<file path="src/rtl/core/sht_pkg.sv">
// shared types and constants for the search hash table engine
`default_nettype none

package sht_pkg;

  localparam int TABLE_ENTRIES = 1024;
  localparam int FILL_SAMPLE   = 1000;
  localparam int FILL_LIMIT    = (FILL_SAMPLE < TABLE_ENTRIES) ? FILL_SAMPLE : TABLE_ENTRIES;
  localparam int IDX_W         = $clog2(TABLE_ENTRIES);
  localparam int WALK_W        = $clog2(TABLE_ENTRIES + 1);
  localparam int FILL_W        = 11;
  localparam int TAG_W         = 32;

  localparam logic [2:0] KIND_SAVE       = 3'd0;
  localparam logic [2:0] KIND_PROBE      = 3'd1;
  localparam logic [2:0] KIND_NEW_SEARCH = 3'd2;
  localparam logic [2:0] KIND_CLEAR      = 3'd3;
  localparam logic [2:0] KIND_FILL       = 3'd4;

  localparam logic [1:0] EXACT_BOUND = 2'd3;

  typedef struct packed {
    logic [63:0]        key;
    logic [7:0]         depth;
    logic signed [15:0] score;
    logic signed [15:0] eval;
    logic [15:0]        best_move;
    logic [1:0]         bound;
    logic               is_pv;
  } item_t;

  typedef struct packed {
    logic [TAG_W-1:0]   tag;
    logic signed [15:0] score;
    logic signed [15:0] eval;
    logic [15:0]        move;
    logic [7:0]         depth;
    logic [2:0]         node;
    logic [7:0]         age;
  } entry_t;

  typedef struct packed {
    logic               found;
    logic signed [15:0] entry_score;
    logic signed [15:0] entry_eval;
    logic [15:0]        entry_move;
    logic [7:0]         entry_depth;
    logic [2:0]         entry_node;
    logic [7:0]         entry_age;
    logic [FILL_W-1:0]  fill_count;
  } result_t;

  typedef struct packed {
    logic accept;
    logic save_wr;
    logic probe_ld;
    logic gen_inc;
    logic clear_wr;
    logic gen_zero;
    logic count_rd;
    logic out_load;
  } cmd_t;

  typedef struct packed {
    logic walk_last_clear;
    logic walk_last_count;
    logic out_free;
  } stat_t;

endpackage

`default_nettype wire

</file>
<file path="src/rtl/core/sht_ctrl.sv">
// controller state machine sequencing table access, sweeps and result delivery
`default_nettype none

module sht_ctrl
  import sht_pkg::*;
(
  input  wire logic       clk,
  input  wire logic       rst,
  input  wire logic       s_tvalid,
  input  wire logic [2:0] s_tuser,
  input  wire stat_t      stat,
  output logic            s_tready,
  output cmd_t            cmd
);

  typedef enum logic [2:0] {
    ST_INIT, ST_IDLE, ST_EXEC, ST_CLEAR, ST_COUNT, ST_TAIL, ST_DELIVER
  } state_t;

  state_t     state;
  state_t     state_next;
  logic [2:0] kind;

  always_comb begin
    cmd          = '0;
    cmd.accept   = (state == ST_IDLE) && s_tvalid;
    cmd.save_wr  = (state == ST_EXEC) && (kind == KIND_SAVE);
    cmd.probe_ld = (state == ST_EXEC) && (kind == KIND_PROBE);
    cmd.gen_inc  = (state == ST_EXEC) && (kind == KIND_NEW_SEARCH);
    cmd.clear_wr = (state == ST_INIT) || (state == ST_CLEAR);
    cmd.gen_zero = cmd.clear_wr && stat.walk_last_clear;
    cmd.count_rd = (state == ST_COUNT);
    cmd.out_load = (state == ST_DELIVER) && stat.out_free;
    s_tready     = (state == ST_IDLE);
  end

  always_comb begin
    state_next = state;
    unique case (state)
      ST_INIT: begin
        if (stat.walk_last_clear) state_next = ST_IDLE;
      end
      ST_IDLE: begin
        if (s_tvalid) begin
          priority if (s_tuser == KIND_CLEAR) state_next = ST_CLEAR;
          else if (s_tuser == KIND_FILL) state_next = ST_COUNT;
          else state_next = ST_EXEC;
        end
      end
      ST_EXEC: state_next = ST_DELIVER;
      ST_CLEAR: begin
        if (stat.walk_last_clear) state_next = ST_DELIVER;
      end
      ST_COUNT: begin
        if (stat.walk_last_count) state_next = ST_TAIL;
      end
      // last sample read lands in this cycle
      ST_TAIL: state_next = ST_DELIVER;
      ST_DELIVER: begin
        if (stat.out_free) state_next = ST_IDLE;
      end
      default: state_next = ST_IDLE;
    endcase
  end

  always_ff @(posedge clk) begin
    if (rst) begin
      state <= ST_INIT;
      kind  <= KIND_SAVE;
    end else begin
      state <= state_next;
      if (cmd.accept) kind <= s_tuser;
    end
  end

endmodule

`default_nettype wire

</file>
<file path="config.mk">
export PLATFORM = sky130hd
export DESIGN_NAME = sht_ctrl
export DESIGN_NICKNAME = d
export VERILOG_FILES = /design/src/rtl/core/sht_pkg.sv /design/src/rtl/core/sht_ctrl.sv
export SDC_FILE = /design/constraint.sdc
export NUM_CORES = 1
export LEC_CHECK = 0
export BUFFER_PORTS_ARGS = -buffer_cell sky130_fd_sc_hd__buf_4
export CORE_MARGIN = 2
export CORE_UTILIZATION = 33
export CTS_CLUSTER_SIZE = 10
export DETAILED_ROUTE_END_ITERATION = 8
export PLACE_DENSITY = 0.68
export RECOVER_POWER = 50
export SYNTH_ARGS = -nofsm -noshare
export SYNTH_HDL_FRONTEND = slang
export SYNTH_SLANG_ARGS = --single-unit
</file>
<file path="constraint.sdc">
create_clock -name clk -period 1.4 [get_ports clk]
set_input_delay 0.28 -clock clk [delete_from_list [all_inputs] [get_ports clk]]
set_output_delay 0.28 -clock clk [all_outputs]
set_load 0.01 [all_outputs]
</file>
# Yosys cells after proc, flatten, opt, wreduce, memory -nomap -nowiden
# Cells that the tools add are included.
dict set report word_totals {
  reg_bits 6
  latchBits 0
  ram_bits 0
  romBits 0
  input_bits 9
  out_inout_bits 9
  wordCells 36
  n_memories 0
}
dict set report op_classes {
  add_sub_neg 0
  multipliers 0
  n_div 0
  n_lt_le_gt_ge 0
  n_eq_ne 15
  n_shift 0
  mux 8
  bitwise_logic 0
  n_reduce_logical 11
}
# op count
set ops {}
lappend ops {{$mux 3} 7}
lappend ops {{$pmux 3 s6} 1}
lappend ops {{$eq 3x2->1 const B} 4}
lappend ops {{$eq 3x3->1 const B} 4}
lappend ops {{$ne 2x2->1 const B} 5}
lappend ops {{$eq 3x1->1 const B} 2}
lappend ops {{$logic_and 1x1->1} 6}
lappend ops {{$logic_not 3->1} 2}
lappend ops {{$reduce_and 5->1} 1}
lappend ops {{$reduce_or 2->1} 1}
lappend ops {{$logic_or 1x1->1} 1}

# Depth between registers and ports, before layout
# Gate-level depths: netlist of the first run.
dict set report depth {
  ltp_word 5
  mapped_depth 6
  mapped_depth_nobuf 4
}

# Worst setup path after synthesis of the first run
# OpenSTA, ideal clock, no wires.
dict set report synth_path {
  path_kind {register to output}
  start {reg state[1]}
  end {out cmd[2] (netlist bit)}
  arrival_ns 1.130
  t_required_ns 1.120
  slack_ns -0.010
  path_stages_with_launch 5
  n_path_buf 1
  cell_sequence {dfxtp_1 > buf_6 > nor2b_1 > nor3_1 > and2_1}
}
# item line_no
set synth_rtl {}
lappend synth_rtl {{start: declaration} sht_ctrl.sv:20} ;# state_t state;
lappend synth_rtl {{start signal: assignment} sht_ctrl.sv:71} ;# state <= state_next;
lappend synth_rtl {{end: declaration} sht_ctrl.sv:13} ;# output cmd_t cmd

==> results.md, run 1 <==
* R2r setup slk at -0.02 ns
* Hold Path End: kind[2]
* GRT Util Overall at 16.7%
* Min-delay worst type: primary input to flip-flop
* Global-route wire length before repair at 2.26 mm
* Worst slew margin at about four fifths
* Slowest stage cell, crit path: dfxtp_4
* FF-to-FF Start: state[2]
* Internal cell power at 956 uW
* Vias in the first global route at about 500
* Max IR drop VDD at 1.08 mV
* Area occupied by multi-input gates at 374 um2
* Routed Antenna Nets at 0
* Ys async rst share at 0%
* Worst Hold Launch: rst
* IO Count at 18
* Worst Skew at ~0.0057 ns
* Fraction of layout cells with a size suffix above 1 at 61.9%
* Tcrit/Tclk final at 109%
* Final HPWL DP at roughly 930 um
* Die Ht at 42.1 um
* Design Area, Final at 810 um2
* P_sw at between 500 and 600 uW
* Crit path top cell by count: buf_6
* Mapped Cells at 54
* Worst-Skew Late Latency at between 0.2 and 0.3 ns
* Path depth of the worst reg2reg path at 6
* Setup Viol. Count Final at 8
* Top cell type's share of synthesized area at roughly a quarter
* Maximum clock rate at 0.653 GHz
* Clock power frac at 10.9%
* Reg-to-reg endpoint: state[1]
* DR iter-0 viols at 5
* Area Growth Syn to Fin at 68.9%
* CP Max Fanout at 4
* Register area share after synthesis at ~25%
* FF+latch area at between 100 and 150 um2
* Most area-hungry cell type in the Yosys netlist: dfxtp_1
* Routed via count at roughly 500
* H-tree depth at 1
* Area contributors post-synth: dfxtp_1 25%, mux2i_1 8.4%, nor2_1 5.5%
* CP required at 1.12 ns
* Drt wl/cell at around 13 um
* Initial antenna violation count at 0
* Maximum clock path buffer count at 2
* Arrival time at the worst endpoint at 1.25 ns
* Hold depth at 2
* CTS clock-pin slew for the worst setup and hold paths at about 0.050 ns
* Outcome: complete, but fails checks
* Top FF cell, synth: dfxtp_1
* Ys Warns at 0
* Failing checks: setup timing
* Horiz. Die Dim at roughly 42 um
* Gate power share at 68.5%
* Via density per instance at 4.98
* DRC viols at 0
* Die footprint at ~0.0018 mm2
* Final Hold Viols at 0
* Yosys reg bits at 6
* Row cnt at 13
* GRT Residual Overflow at 0
* Setup ws final at -0.131 ns
* Sequential share of power at about a fifth
* Layout net count at 95
* Filler instances at around 110
* Power per cell area at roughly 1900 mW/mm2
* Pre-CTS setup slack at around 0.016 ns
* Period minus WS final at 1.53 ns
* Synth Cell Area at roughly 480 um2
* Max Cap Viol at 0
* Synthesized area per cell at between 8 and 9 um2
* Initial Util at 35.9%
* Largest net degree at the start of global routing at 8
* Placer congestion estimate at approximately 0.9
* Clock Sink Count at 6
* # diodes at 0
* Setup crit start kind: flip-flop
* Syn nets at between 60 and 70
* First drt pass iteration count at 4
* CTS tree: done
* I/O Buffers at 17
* Crit Path Category: flip-flop to output pin
* Routed WL at ~1.3 mm
* Final Hold Slack at approximately 0.25 ns
* Max-slew violations at 0
* Crit-path cells: nor2b_4, buf_6, buf_4, and3_4, buf_6
* Net Sw Frac at between 30% and 40%
* Post-synthesis cell type count at 26
* CP endpoint kind: output pin
* Critical Path Max Stage Delay at between 0.3 and 0.4 ns
* Clk root buf: clkbuf_4
* CTS Buf Count at 3
* EDFF count, synth at 0
* Placeable Area at 0.00133 mm2
* Total leakage power at between 0.3 and 0.4 nW
* Placed inst area at 668 um2
* Measured slew at the worst slew-check pin at 0.285 ns
* Tot Pwr at between 1.5 and 2 mW
* Cts hold-fix bufs at 0
* RSZ-0062 raised after global routing: true
[worst max-delay path by stage]
stage | start | slack [ns] | depth (start not counted) | endpoint
after global placement | state[1] | -0.007 | 5 | state[1]
after global routing | state[1] | -0.20 | 5 | cmd[2]
after CTS | state[1] | -0.16 | 5 | cmd[2]
after floorplan | state[1] | -0.005 | 4 | cmd[4]
after detailed placement | state[1] | 0.02 | 4 | cmd[4]
final | state[1] | -0.13 | 5 | cmd[0]
[registers in the layout, summed over array words and instances (netlist names)]
register  count
state         3
kind          3
[through the flow]
| stage | std cells | setup TNS, ns | util, % |
|---|---|---|---|
| CTS | 99 | -0.715 | 59.8 |
| floorplan | 54 | -0.00494 | - |
| detailed placement | 92 | 0 | 50.1 |
| finish | 99 | -0.634 | 60.7 |
| global route | 99 | -1.24 | 60.7 |
| global placement | 92 | -0.00743 | 50.1 |
[per-layer routing]
metal  vias up  share of wire, %  global-route usage, %
met1       231                43                   19.4
met3         0               4.6                   7.76
met5         -                 0                      0
li1        254                 -                      -
met2         8                52                   28.7
met4         0                 0                   1.88
[worst max-delay path: cells and delay by family (launching register included)]
kind                   cells  cell delay, ns
buffers and inverters      3            0.31
and+or+nand+nor            2            0.32
DFF                        1            0.36
[synth_stat cells (2+ instances only)]
cell type and instances:
inv_1 2, mux2i_1 4, buf_6 2, nor2_1 7, and2_1 2, nor3b_1 3
dfxtp_1 6, buf_4 2, o21ai_0 2, nor2b_1 2, nor3_1 3, a21oi_1 3
nand2_1 3
[cells by family after synthesis]
kind of cell	synth area share, %
AOI/OAI and AO/OA	17.8
buffers and inverters	9.40
DFF	25.1
muxes	11.5
and+or+nand+nor	36.3
[what timing repair did]
item                                    in CTS  in global routing
gates resized for setup                     23                  3
endpoints found under the setup margin       9                 12
cloned                                       0                  0
buffers inserted                             5                  0
pin swaps                                   10                  5
[cell usage in the layout, fill, tap and decap left out, drive strengths merged, types with 2 or more instances in the layout]
cell,synthesis,final
a21oi,4,4
and2,2,2
and3,2,2
buf,4,31
clkbuf,0,3
dfxtp,6,6
inv,2,2
mux2i,4,4
nand2,3,3
nor2,7,7
nor2b,2,2
nor3,3,3
nor3b,4,4
o21ai,2,2
[power groups by stage]
stage	combinational (mW)	sequential, mW	clock [mW]
3_5_place_dp	0.829	0.294	0
4_1_cts	1.02	0.313	0.173
3_3_place_gp	0.832	0.290	0
5_1_grt	1.14	0.324	0.183
6_report	1.06	0.317	0.168
2_1_floorplan	0.573	0.243	0
[layout make-up]
type	count	share of cell area, %
Tap cell	15	2.32
Inverter	2	0.927
Clock buffer	3	2.78
Timing Repair Buffer	31	31.5
Sequential cell	6	16.2
Multi-Input combinational cell	42	46.2
Power figures use the tool's default switching activity.
==> run 2, diff against run 1 <==
Settings changed: PLACE_DENSITY 0.68 to 0.62.
==> run 2 against run 1 <==
The flow still finishes with violations (setup timing). Total power up 7.2%. Clock-buffer cell count unchanged. Global-route usage up 2.8 points. Die area unchanged. Register-to-register slack worse by 0.02 ns. Design area up 2.5%. Largest cell class unchanged. Highest routed layer is now met4.
==> results.md, run 2 (same netlist as run 1, synthesis figures left out) <==
* Outcome: complete, but fails checks
* Failing checks: setup timing
* Min-delay worst type: primary input to flip-flop
* CP required at around 1.1 ns
* Measured slew at the worst slew-check pin at ~0.30 ns
* Placed Instances at between 90 and 100
* DR iter-0 viols at 6
* Max Cap Viol at 0
* GRT Residual Overflow at 0
* Initial antenna violation count at 0
* Cts hold-fix bufs at 0
* Final HPWL DP at ~900 um
* Worst Hold Launch: rst
* Setup Viol. Count Final at 10
* WL met1 at 697 um
* CTS clock-pin slew for the worst setup and hold paths at roughly 0.05 ns
* CTS Buf Count at 3
* Worst Skew at ~0.011 ns
* CP endpoint kind: output pin
* Placer congestion estimate at 0.881
* Slowest stage cell, crit path: dfxtp_4
* DRC viols at 0
* Tcrit/Tclk final at 113%
* Max IR drop VDD at ~1.3 mV
* Routed met2 length at 785 um
* Top Layer Used: met4
* Largest net degree at the start of global routing at 8
* GRT Util Overall at ~19%
* Crit path top cell by count: buf_6
* Pre-CTS setup slack at -0.0416 ns
* Arrival time at the worst endpoint at ~1.3 ns
* Power per cell area at between 1500 and 2000 mW/mm2
* Fraction of layout cells with a size suffix above 1 at between 60% and 70%
* # diodes at 0
* Layout net count at a little under 100
* Maximum clock path buffer count at 2
* Horiz. Die Dim at about 42 um
* Die Ht at roughly 42 um
* Max-slew violations at 0
* Total leakage power at 0.366 nW
* IO Count at 18
* Filler instances at roughly 120
* Vias in the first global route at approximately 560
* Clk root buf: clkbuf_4
* RSZ-0062 raised after global routing: true
* Drt wl/cell at 15.6 um
* Setup ws final at -0.176 ns
* Biggest regs: kind (3), state (3)
* Metal3 WL at around 59 um
* Post-layout util at approximately 62%
* Routed Antenna Nets at 0
* Routed WL at 1.57 mm
* Placeable Area at 0.00133 mm2
* Area Growth Syn to Fin at 73.1%
* CP Max Fanout at 4
* Final Hold Slack at around 0.26 ns
* Most frequent cells in the layout: 26 x buf_4, 6 x nor2_1, 6 x buf_6, 4 x mux2i_1
* Crit-path cells: nor2b_4, buf_6, nor3_4, and2_4, buf_6
* R2r setup slk at -0.04 ns
* H-tree depth at 1
* Setup TNS at -1.10 ns
* Worst setup path start: state[1]
* Worst slew margin at roughly four fifths
* Row cnt at 13
* Commonest non-fill, non-tap cell in the layout: buf_4
* Routed via count at 534
* Final Non-Filler Cells at approximately 100
* I/O Buffers at 17
* Global-route wire length before repair at ~2.6 mm
* FF-to-FF Start: state[0]
* Critical Path Max Stage Delay at between 0.3 and 0.4 ns
* First drt pass iteration count at 4
* Initial Util at between 30 and 40%
* Worst-Skew Late Latency at between 0.2 and 0.3 ns
* Maximum clock rate at 0.634 GHz
* Die footprint at around 0.0018 mm2
* Clock Sink Count at 6
* Final Hold Viols at 0
* Setup crit start kind: flip-flop
* Period minus WS final at between 1.5 and 2 ns
* CTS tree: done
* Crit Path Category: flip-flop to output pin
* Via density per instance at approximately 5.3
-- run 2: cell types whose count changed in the layout (fill, tap and decap cells not counted), sizes merged --
| cell | previous run | this run |
|---|---|---|
| buf | 31 | 33 |
-- run 2: repair_timing --
action	4_1_cts	5_1_grt
resized for setup	22	2
setup buffers	5	0
pin swaps	7	1
gates cloned	0	0
setup endpoints to repair	10	12
-- run 2: critical path, delay by kind of cell, from the launching register on --
kind                   cells  cell delay, ns
buffers and inverters      2            0.21
DFF                        1            0.36
and+or+nand+nor            3            0.48
-- run 2: final cells by class --
| type | count | area [um2] | share of cell area (%) |
|---|---|---|---|
| multi-input cells | 42 | 367 | 44.2 |
| repair buffers | 33 | 283 | 34.1 |
| flip-flops and latches | 6 | 131 | 15.8 |
| clock buffers | 3 | 22.5 | 2.71 |
| well taps | 15 | 18.8 | 2.26 |
| inverters | 2 | 7.51 | 0.905 |
-- run 2: final timing paths --
| path | depth (start not counted) | end |
|---|---|---|
| max | 5 | cmd[2] |
| min | 2 | kind[2] |
| max reg2reg | 7 | state[2] |
| min reg2reg | 2 | kind[2] |
-- run 2: through the flow --
step | cell area (um2) | total power, mW
after floorplan | 484 | 0.815
after global placement | 676 | 1.15
after detailed placement | 676 | 1.14
after CTS | 820 | 1.59
after global routing | 830 | 1.74
final | 830 | 1.65
-- run 2: per-layer routing --
layer / global-route usage, % / vias up
li1: - / 259
met1: 22.8 / 259
met2: 32.8 / 12
met3: 8.19 / 4
met4: 4.38 / 0
met5: 0 / -
-- run 2: report_power, final --
group	internal [mW]	total [mW]	switching [mW]	leakage [nW]
combinational	0.681	1.16	0.483	0.301
sequential	0.241	0.324	0.0830	0.0511
clock	0.0975	0.167	0.0692	0.0138
total	1.02	1.65	0.635	0.366
==> run 3, diff against run 2 <==
Settings changed: ABC_AREA set to 1.
==> run 3 against run 2 <==
Critical endpoint is now cmd[5]. Via count grew 13%. Synthesized area stayed put. Largest cell class unchanged. Highest routed layer unchanged. Critical path depth is 1 lower. The run still ends with setup timing left. Routed wire length decreased by 5.3%. Clock power about the same. Sequential cell count unchanged. Hold slack better by 0.031 ns. Sequential power grew 3%. Register-to-register slack improved by 0.13 ns. Global-route usage fell by 2.8 points.
==> results.md, run 3 <==
* Maximum clock rate at 0.672 GHz
* Crit Path Category: flip-flop to output pin
* Most area-hungry cell type in the Yosys netlist: dfxtp_1
* Placeable Area at 0.00133 mm2
* Clk root buf: clkbuf_4
* Final HPWL DP at slightly below 900 um
* Initial antenna violation count at 0
* Global-route wire length before repair at around 2.2 mm
* Routed via count at around 600
* Clock Sink Count at 6
* Period minus WS final at ~1.5 ns
* Drt wl/cell at about 12 um
* Placed inst area at around 630 um2
* Tcrit/Tclk final at 106%
* Placer congestion estimate at 0.798
* Measured slew at the worst slew-check pin at 0.231 ns
* # diodes at 0
* RSZ-0062 raised after global routing: true
* Layout net count at roughly 120
* Area contributors post-synth: dfxtp_1 25%, nand2_1 9.4%, nor2_1 7.8%
* Routed WL at roughly 1.5 mm
* CP required at between 1 and 1.5 ns
* Fraction of layout cells with a size suffix above 1 at 55.2%
* Synthesized area per cell at about 6.5 um2
* I/O Buffers at 17
* H-tree depth at 1
* Post-layout util at around 62%
* Routed Antenna Nets at 0
* Synth Cell Area at 479 um2
* Biggest regs: kind (3), state (3)
* Outcome: complete, but fails checks
* Horiz. Die Dim at 42.1 um
* EDFF count, synth at 0
* Setup crit start kind: flip-flop
* Die Ht at about 42 um
* Mapped Cells at 74
* Most instantiated cells after synthesis: 12 x nand2_1, 10 x nor2_1, 6 x dfxtp_1, 6 x inv_1, 6 x nand3_1
* Worst slew margin at 84.6%
* Setup ws final at -0.0873 ns
* Largest net degree at the start of global routing at 9
* Top cell type's share of synthesized area at about 25%
* Most frequent cells in the layout: 24 x buf_4, 12 x nand2_1, 10 x nor2_1
* Vias in the first global route at 504
* Worst Skew at between 0.0006 and 0.0007 ns
* Most numerous cell in the Yosys netlist: nand2_1
* Ys async rst share at 0%
* CTS Buf Count at 3
* CTS clock-pin slew for the worst setup and hold paths at approximately 0.050 ns
* Final Hold Viols at 0
* Power per cell area at roughly 2400 mW/mm2
* Max Cap Viol at 0
* Final Non-Filler Cells at 120
* Row cnt at 13
* DR iter-0 viols at 7
* Area Growth Syn to Fin at 73.6%
* Total leakage power at ~0.4 nW
* Max-slew violations at 0
* Placed Instances at 107
* Initial Util at around 36%
* Arrival time at the worst endpoint at ~1.2 ns
* DRC viols at 0
* First drt pass iteration count at 4
* CP Max Fanout at 5
* Post-synthesis cell type count at 21
* IO Count at 18
* Cts hold-fix bufs at 0
* GRT Residual Overflow at 0
* Register area share after synthesis at 25.1%
* Syn nets at between 80 and 90
* Top FF cell, synth: dfxtp_1
* Ys Warns at 0
* Max IR drop VDD at 0.866 mV
* Worst-Skew Late Latency at about 0.25 ns
* Tot Pwr at about 2.0 mW
* Setup TNS at -0.357 ns
* Maximum clock path buffer count at 2
* GRT Util Overall at between 10% and 20%
* Setup Viol. Count Final at 7
* Design Area, Final at ~830 um2
* Commonest non-fill, non-tap cell in the layout: buf_4
* Min-delay worst type: primary input to flip-flop
* CP endpoint kind: output pin
* Via density per instance at between 5 and 6
* Failing checks: setup timing
* Yosys reg bits at 6
* CTS tree: done
* Die footprint at approximately 0.0018 mm2
-- run 3: cell types whose count changed after synthesis, moves of 3 or more --
cell / previous run / this run
o21ai_1: 0 / 3
mux2i_1: 4 / 0
nand3_1: 1 / 6
inv_2: 0 / 4
nand2_1: 3 / 12
nor2_4: 0 / 3
nor4_1: 0 / 3
nand2_2: 0 / 3
nor2_1: 7 / 10
inv_1: 2 / 6
-- run 3: critical path, cell delays in order (launching register included) --
cell,delay [ns]
dfxtp_4,0.36
nor2_4,0.16
nand2_4,0.09
nor3b_4,0.19
buf_4,0.15
-- run 3: area by class of cell --
class	instances	area, um2
sequential	6	128
fill	118	502
tap	15	18.8
timing repair buffer	30	248
multi-input combinational	56	375
inverter	10	40.0
clock buffer	3	22.5
-- run 3: metal layers --
layer	share of wire, %	global-route usage [%]	vias to the layer above
met5	0	0	-
met4	2.2	5.63	0
met3	6.2	6.47	9
met2	51	28.4	21
met1	40	19.0	269
li1	-	-	304
-- run 3: kinds of logic after synthesis --
group | share of synthesized area, %
AOI/OAI and AO/OA | 9.40
and+or+nand+nor | 53.0
DFF | 25.1
buffers and inverters | 12.5
-- run 3: path summary, 6_finish.rpt --
check / startpoint / end / slack [ns] / depth (start not counted)
setup / recovery: state[0] / cmd[5] / -0.09 / 4
hold / removal: s_tuser[0] / kind[0] / 0.29 / 3
hold reg to reg: kind[1] / kind[1] / 0.55 / 2
setup reg to reg: state[2] / kind[1] / 0.09 / 7
-- run 3: repair_timing --
action,CTS,global route
pin swaps,6,7
endpoints found under the setup margin,8,9
setup buffers,6,4
gates resized for setup,16,11
gates cloned,0,0
-- run 3: through the flow --
step / hold WS, ns / setup WS [ns]
global route: 0.305 / -0.121
floorplan: 0.425 / 0.0578
global placement: 0.465 / 0.116
CTS: 0.293 / -0.0648
detailed placement: 0.463 / 0.118
finish: 0.293 / -0.0873
-- run 3: where the power goes --
group          internal, mW  switching (mW)
Combinational         0.688           0.775
Sequential            0.257          0.0762
Clock                0.0976          0.0714
